File: config.mk
export PLATFORM = sky130hd
export DESIGN_NAME = btc_temp
export DESIGN_NICKNAME = d
export VERILOG_FILES = /design/src/hw/rtl/btc_pkg.sv /design/src/hw/rtl/btc_temp.sv
export SDC_FILE = /design/constraint.sdc
export NUM_CORES = 2
export LEC_CHECK = 0
export BUFFER_PORTS_ARGS = -buffer_cell sky130_fd_sc_hd__buf_2
export CELL_PAD_IN_SITES_DETAIL_PLACEMENT = 1
export CELL_PAD_IN_SITES_GLOBAL_PLACEMENT = 1
export CORE_UTILIZATION = 41
export CTS_CLUSTER_SIZE = 8
export DETAILED_ROUTE_END_ITERATION = 6
export PLACE_DENSITY_LB_ADDON = 0.1
export SYNTH_ARGS = -nofsm -noshare
export SYNTH_HDL_FRONTEND = slang
export SYNTH_SLANG_ARGS = --single-unit
File: constraint.sdc
create_clock -name clk -period 10.1 [get_ports clk]
set_input_delay 1.01 -clock clk [delete_from_list [all_inputs] [get_ports clk]]
set_output_delay 1.01 -clock clk [all_outputs]
set_load 0.02 [all_outputs]
File: src/hw/rtl/btc_pkg.sv
// Shared types, register indexes and helper functions for the barometric
// trim compensation block. No dependencies.
package btc_pkg;

  // Configuration register indexes
  typedef enum logic [1:0] {
    REG_TEMP_TRIM    = 2'd0,
    REG_PRESS_TRIM_A = 2'd1,
    REG_PRESS_TRIM_B = 2'd2,
    REG_PRESS_TRIM_C = 2'd3
  } btc_reg_t;

  localparam int unsigned CfgWidth    = 48;
  localparam int unsigned PipeDepth   = 13;
  localparam int unsigned TqDelay     = 8;
  localparam logic signed [63:0] TqMax   = 64'sd32767;
  localparam logic signed [63:0] TqMin   = -64'sd32768;
  localparam logic signed [63:0] TpMax   = 64'sd134217727;
  localparam logic signed [63:0] TpMin   = -64'sd134217728;
  localparam logic signed [63:0] PresMax = 64'sd16777215;

  // Trim fields, unpacked and offset where the polynomial needs it
  typedef struct packed {
    logic        [15:0] t1;
    logic signed [16:0] t2;
    logic signed [7:0]  t3;
    logic signed [16:0] p1m;
    logic signed [16:0] p2m;
    logic signed [7:0]  p3;
    logic signed [7:0]  p4;
    logic signed [16:0] p5;
    logic signed [16:0] p6;
    logic signed [7:0]  p7;
    logic signed [7:0]  p8;
    logic signed [15:0] p9;
    logic signed [7:0]  p10;
    logic signed [7:0]  p11;
  } btc_trim_t;

  // Round half up, then shift right by s (s is always a constant).
  function automatic logic signed [63:0] rnd(input logic signed [63:0] x,
                                             input int unsigned s);
    logic signed [63:0] bias;
    bias = 64'sd1 <<< (s - 1);
    return (x + bias) >>> s;
  endfunction

  // Split the four trim words into their fields.
  function automatic btc_trim_t unpack_trim(input logic [39:0] tt,
                                            input logic [47:0] pa,
                                            input logic [47:0] pb,
                                            input logic [31:0] pc);
    btc_trim_t r;
    r.t1  = tt[15:0];
    r.t2  = $signed({1'b0, tt[31:16]});
    r.t3  = $signed(tt[39:32]);
    r.p1m = 17'($signed(pa[15:0])) - 17'sd16384;
    r.p2m = 17'($signed(pa[31:16])) - 17'sd16384;
    r.p3  = $signed(pa[39:32]);
    r.p4  = $signed(pa[47:40]);
    r.p5  = $signed({1'b0, pb[15:0]});
    r.p6  = $signed({1'b0, pb[31:16]});
    r.p7  = $signed(pb[39:32]);
    r.p8  = $signed(pb[47:40]);
    r.p9  = $signed(pc[15:0]);
    r.p10 = $signed(pc[23:16]);
    r.p11 = $signed(pc[31:24]);
    return r;
  endfunction

endpackage

File: src/hw/rtl/btc_temp.sv
// Temperature polynomial: pipeline stages one to four.
// Depends on btc_pkg for the trim type and the rounding helper.
module btc_temp (
  input  logic                    clk,
  input  logic                    en,
  input  logic                    in_load,
  input  logic [23:0]             raw_p,
  input  logic [23:0]             raw_t,
  input  btc_pkg::btc_trim_t      trim,
  output logic signed [15:0]      tq4,
  output logic signed [27:0]      tp4,
  output logic                    sat4,
  output logic [23:0]             p4
);

  logic signed [25:0] d1_r, d1_nxt;
  logic [23:0]        p1_r, p2_r, p3_r, p4_r;
  logic signed [41:0] a2_r, a2_nxt;
  logic signed [49:0] dd2_r, dd2_nxt;
  logic signed [60:0] t48_r, t48_nxt;
  logic signed [15:0] tq_r, tq_nxt;
  logic signed [27:0] tp_r, tp_nxt;
  logic               sat_r, sat_nxt;
  logic signed [63:0] tq_w, tp_w;

  // Offset of the raw reading from the trim reference
  always_comb begin
    d1_nxt = $signed({2'b00, raw_t}) - $signed({2'b00, trim.t1, 8'h00});
  end

  // Linear and square terms
  always_comb begin
    a2_nxt  = d1_r * trim.t2;
    dd2_nxt = d1_r * d1_r;
  end

  // Full-precision temperature in 2^-48 degC
  always_comb begin
    t48_nxt = (61'(a2_r) <<< 18) + dd2_r * trim.t3;
  end

  // Output temperature and the clamped pressure-path temperature
  always_comb begin
    tq_w    = btc_pkg::rnd(64'(t48_r), 40);
    tp_w    = btc_pkg::rnd(64'(t48_r), 28);
    sat_nxt = 1'b0;
    tq_nxt  = 16'(tq_w);
    tp_nxt  = 28'(tp_w);
    if (tq_w > btc_pkg::TqMax) begin
      tq_nxt  = 16'(btc_pkg::TqMax);
      sat_nxt = 1'b1;
    end else if (tq_w < btc_pkg::TqMin) begin
      tq_nxt  = 16'(btc_pkg::TqMin);
      sat_nxt = 1'b1;
    end
    if (tp_w > btc_pkg::TpMax) begin
      tp_nxt  = 28'(btc_pkg::TpMax);
      sat_nxt = 1'b1;
    end else if (tp_w < btc_pkg::TpMin) begin
      tp_nxt  = 28'(btc_pkg::TpMin);
      sat_nxt = 1'b1;
    end
  end

  always_ff @(posedge clk) begin
    if (en) begin
      if (in_load) begin
        d1_r <= d1_nxt;
        p1_r <= raw_p;
      end
      a2_r  <= a2_nxt;
      dd2_r <= dd2_nxt;
      p2_r  <= p1_r;
      t48_r <= t48_nxt;
      p3_r  <= p2_r;
      tq_r  <= tq_nxt;
      tp_r  <= tp_nxt;
      sat_r <= sat_nxt;
      p4_r  <= p3_r;
    end
  end

  assign tq4  = tq_r;
  assign tp4  = tp_r;
  assign sat4 = sat_r;
  assign p4   = p4_r;

endmodule

; Yosys cells after proc, flatten, opt, wreduce, memory -nomap -nowiden
; Index checks and enable logic that the tools add are counted.
[op_classes]
add_sub_neg = 4
multipliers = 3
magnitude_cmp = 4
n_mux = 3
n_reduce_logical = 2
[ops]
columns = cell, n
row1 = "adder 61 x 29 -> 62 bit, second input constant", 1
row2 = "adder 61 x 41 -> 62 bit, second input constant", 1
row3 = adder 60 x 58 -> 61 bit, 1
row4 = multiplier 50 x 8 -> 58 bit, 1
row5 = multiplier 25 x 25 -> 50 bit, 1
row6 = multiplier 25 x 17 -> 42 bit, 1
row7 = "greater-than comparator 34 x 28 -> 1 bit, second input constant", 1
row8 = "< comparator 34 x 28 -> 1 bit, second input constant", 1
row9 = two-way mux 28 bit, 1
row10 = subtractor 24 x 24 -> 25 bit, 1
row11 = "greater-than comparator 22 x 16 -> 1 bit, second input constant", 1
row12 = "< comparator 22 x 16 -> 1 bit, second input constant", 1
row13 = two-way mux 16 bit, 1
row14 = OR reduction 3 bit, 1
row15 = AND reduction 2 bit, 1
row16 = two-way mux 1 bit, 1
[totals]
register_bits = 319
input_bits = 224

; Longest topological paths before layout
[depth]
ltp_word = 3
ltp_mapped = 29
depth_no_buf = 27

; Least setup slack after synthesis
; Ideal clock, no wire load.
[synth_timing]
kind = reg-to-reg
from = register d1_r[8]
to = register dd2_r[42], data pin
setup_time_ns = 0.261
arrival_ns = 7.107
path_slack_ns = 2.732
path_stages_with_launch = 27
n_path_buf = 2
synth_period_minus_slack_ns = 7.368
path_cell_list = edfxtp_1 clkbuf_1 clkbuf_1 nand2_1 fa_1 inv_1 fa_1 inv_1 fa_1 fa_1 inv_1 fa_1 fa_1 inv_1 fa_1 inv_1 ha_1 a21oi_1 inv_1 o41ai_1 o311a_1 nor2_1 or2_1 a41oi_1 o21a_1 nor4_1 a311o_1
[synth_between]
elab_chain_len = 1
[synth_lines]
columns = item, line
row1 = start: declaration, btc_temp.sv:16  ; logic signed [25:0] d1_r, d1_nxt;
row2 = start signal: assignment, btc_temp.sv:68  ; d1_r <= d1_nxt;
row3 = multiplier 25 x 25 -> 50 bit, btc_temp.sv:34  ; dd2_nxt = d1_r * d1_r;
row4 = via dd2_nxt[42], btc_temp.sv:19  ; logic signed [49:0] dd2_r, dd2_nxt;
row5 = end signal: assignment, btc_temp.sv:72  ; dd2_r <= dd2_nxt;
row6 = end: declaration, btc_temp.sv:19
; The timed path passes the listed nets, and every way through them passes these cells.
; A chain may end at the register's enable or synchronous reset.

; Worst setup path after layout
[layout_timing]
from = register d1_r[3]
to = register dd2_r[42], data pin
; Same word-level chain as after synthesis.

==> impl_metrics.yaml <==
outcome:
  outcome: "finished with violations"
  violations: "design-rule violations"
timing:
  timing.setup.tns_ns: 0
  final_setup_violating_endpoints: 0
  timing.slew.headroom_pct: 25.2
  min_period_over_period_pct: 85.0
  worst_pin_slew_ns: 1.12
  hold_violations: 0
  rsz_0062_raised_after_global_routing: "no"
  final_skew_ns: 0.0635
  hold_ws_ns: 0.409
  time_the_final_worst_path_needs_with_i_o_delays_and_setup_ns: 8.59
  clock.fmax_ghz: 0.116
  final_max_slew_viol_count: 0
synthesis:
  post-synth-top-area-cell: "sky130_fd_sc_hd__fa_1"
  yosys_register_bits: 291
  post_synth_inst_count: 5965
  most_used_standard_cells_in_the_synthesized_netlist: "1565 x sky130_fd_sc_hd__inv_1, 1379 x sky130_fd_sc_hd__fa_1, 623 x sky130_fd_sc_hd__nand2_1"
  post_synth_num_cell_types: 73
  postSynth.asyncResetShare_pct: 0
  synth_area_per_cell_um2: 10.0
  synth-edff-count: 291
  synth_seq_area_share_pct: 14.6
  syn-num-nets: 7928
  ys.warnings.count: 0
  synth_top_area_share_pct: 46.2
  mappedNetlistArea_mm2: 0.0597
  ys_top_cells_by_area: "sky130_fd_sc_hd__fa_1 46%, sky130_fd_sc_hd__edfxtp_1 15%, sky130_fd_sc_hd__inv_1 9.8%"
  synth-main-ff-cell: "sky130_fd_sc_hd__edfxtp_1"
  post-synth-top-count-cell: "sky130_fd_sc_hd__inv_1"
floorplanning:
  core_region_area_mm2: 0.144
  num_rows: 139
  ioPinCount: 293
  die_height_um: 384
  die_width_um: 384
  floorplan.die_area_mm2: 0.147
  initial_core_util_pct: 41.5
min_path:
  hold_path_class: "reg -> reg"
  worstHoldStart: "p1_r[16]"
  worstHoldPathCells: 0
  worst_hold_endpoint: "p2_r[16]"
layout:
  area_overhead_of_the_layout_relative_to_synthesis_pct: 6.98
  layout_cell_share_with_drive_strength_beyond_1_pct: 4.84
  fin_nets: 7979
clocking:
  cts_hold_buf: 0
  post_cts.repair.setup_buffers: 0
  clk_pin_slew_ns: 0.07
  numCtsBuffers: 46
  clock_sinks: 291
  clock_path_buffers: 3
  worstSkewPairLatency_ns: 0.66
  clock_tree_from_tritoncts: "yes"
  clock-root-buffer: "sky130_fd_sc_hd__clkbuf_16"
  post_cts_repair_resize_count: 0
  cts-htree-levels: 2
grt:
  pin_count_of_the_biggest_net_entering_global_routing: 69
  globalRouteTotalUtil_pct: 21.7
  grt_pass1_vias: 44200
  initial_antenna_violation_count: 10
  grt_remaining_overflow: 0
  grt_first_pass_wirelength_mm: 248
worst_setup_path:
  crit_path_end_kind: "flip-flop"
  cp-start-kind: "flip-flop"
  worst-path-max-fanout: 18
  critical_path_required_ns: 10.48
  r2r.worst_path.cells: 25
  cp.arrival_ns: 8.96
  r2r_endpoint: "dd2_r[42]"
  reg2reg_from: "d1_r[3]"
  r2r_slack_ns: 1.51
  worst_setup_path_startpoint: "d1_r[3]"
  crit_type: "reg -> reg"
placement:
  place_congestion: 0.829
  detailed_place_hpwl_mm: 129
  port_buffers: 160
routing:
  routed_via_density: 4.86
  wl_per_cell_um: 19.5
  drt_first_iter_violations: 1638
  drt_pre_antenna_iters: 7
  antenna_violating_nets_post_route: 0
  routed-via-count: 38500
  drt-total-wl_mm: 154
  route.detailed.drc: 34
job:
  max-cap-violations: 0
area by class of cell:
| type | instances | area, µm² |
|---|---|---|
| Antenna cell | 1 | 2.50 |
| Clock inverter | 16 | 180 |
| Clock buffer | 46 | 1150 |
| Fill cell | 16100 | 80100 |
| Timing Repair Buffer | 214 | 1240 |
| Tap cell | 1903 | 2380 |
| Sequential cell | 291 | 8740 |
| Inverter | 1566 | 5880 |
| Multi-Input combinational cell | 3897 | 44300 |
through the flow:
stage	util (%)	worst slack (ns)	area, µm²	std cells
2_1_floorplan	-	2.73	59700	5965
6_report	44.3	1.51	63900	7934
4_1_cts	44.3	1.52	63900	7933
5_1_grt	44.3	1.23	63900	7933
3_3_place_gp	43.4	1.59	62500	7871
3_5_place_dp	43.4	1.55	62500	7871
metal layers:
layer,GRT usage (%),vias up,wire [µm],share of wire [%]
met1,31.2,20200,75400,49
li1,-,17700,-,-
met2,35.4,503,70900,46
met4,4.23,4,2770,1.8
met5,0,-,26,0.017
met3,2.34,130,5270,3.4
sequential cells by signal, indices dropped and copies added (netlist names):
| name | flops |
|---|---|
| dd2_r | 49 |
| a2_r | 42 |
| t48_r | 34 |
| tp4 | 28 |
| d1_r | 25 |
| p1_r | 24 |
| p2_r | 24 |
| p3_r | 24 |
| p4 | 24 |
| tq4 | 16 |
| sat4 | 1 |
critical path, stage by stage (launching register included):
cell,delay (ns)
sky130_fd_sc_hd__edfxtp_1,0.97
sky130_fd_sc_hd__and2_1,0.28
sky130_fd_sc_hd__inv_1,0.09
sky130_fd_sc_hd__fa_1,0.56
sky130_fd_sc_hd__inv_1,0.05
sky130_fd_sc_hd__fa_1,0.47
sky130_fd_sc_hd__inv_1,0.05
sky130_fd_sc_hd__fa_1,0.46
sky130_fd_sc_hd__fa_1,0.52
sky130_fd_sc_hd__inv_1,0.05
sky130_fd_sc_hd__fa_1,0.46
sky130_fd_sc_hd__fa_1,0.54
sky130_fd_sc_hd__inv_1,0.05
sky130_fd_sc_hd__fa_1,0.52
sky130_fd_sc_hd__inv_1,0.04
sky130_fd_sc_hd__ha_1,0.38
sky130_fd_sc_hd__a21oi_1,0.33
sky130_fd_sc_hd__inv_1,0.09
sky130_fd_sc_hd__o41ai_1,0.46
sky130_fd_sc_hd__o311a_1,0.28
sky130_fd_sc_hd__nor2_1,0.12
sky130_fd_sc_hd__or2_1,0.31
sky130_fd_sc_hd__a41oi_1,0.61
sky130_fd_sc_hd__o21a_1,0.25
sky130_fd_sc_hd__nor4_1,0.06
sky130_fd_sc_hd__a311o_1,0.29
worst max path at each step:
stage | end | slack (ns) | cells after the start
5_1_grt | dd2_r[42] | 1.23 | 26
6_report | dd2_r[42] | 1.51 | 25
3_3_place_gp | a2_r[41] | 1.59 | 21
4_1_cts | dd2_r[42] | 1.52 | 26
3_5_place_dp | dd2_r[42] | 1.55 | 26
2_1_floorplan | dd2_r[42] | 2.73 | 26
cells by family after synthesis:
kind of cell | synth area share [%]
compound gates | 4.94
flops | 14.6
buf+inv | 11.2
other cells | 0.0126
xor+xnor | 3.04
mux | 0.0356
simple gates | 12.4
fa+ha+maj | 53.8
layout by cell type (no fill, tap or decap), drive strengths merged, types with 74 or more instances in the layout:
master  netlist  final
inv        1565   1567
fa         1379   1379
nand2       623    623
and2        480    480
ha          360    360
edfxtp      291    291
buf           4    214
xnor2       148    148
a21oi       131    131
nor2        125    125
o21ai       116    116
nand2b       74     74
Power is not shown: default switching activity piles up to over one toggle a cycle in this logic, so the estimate is an artifact.
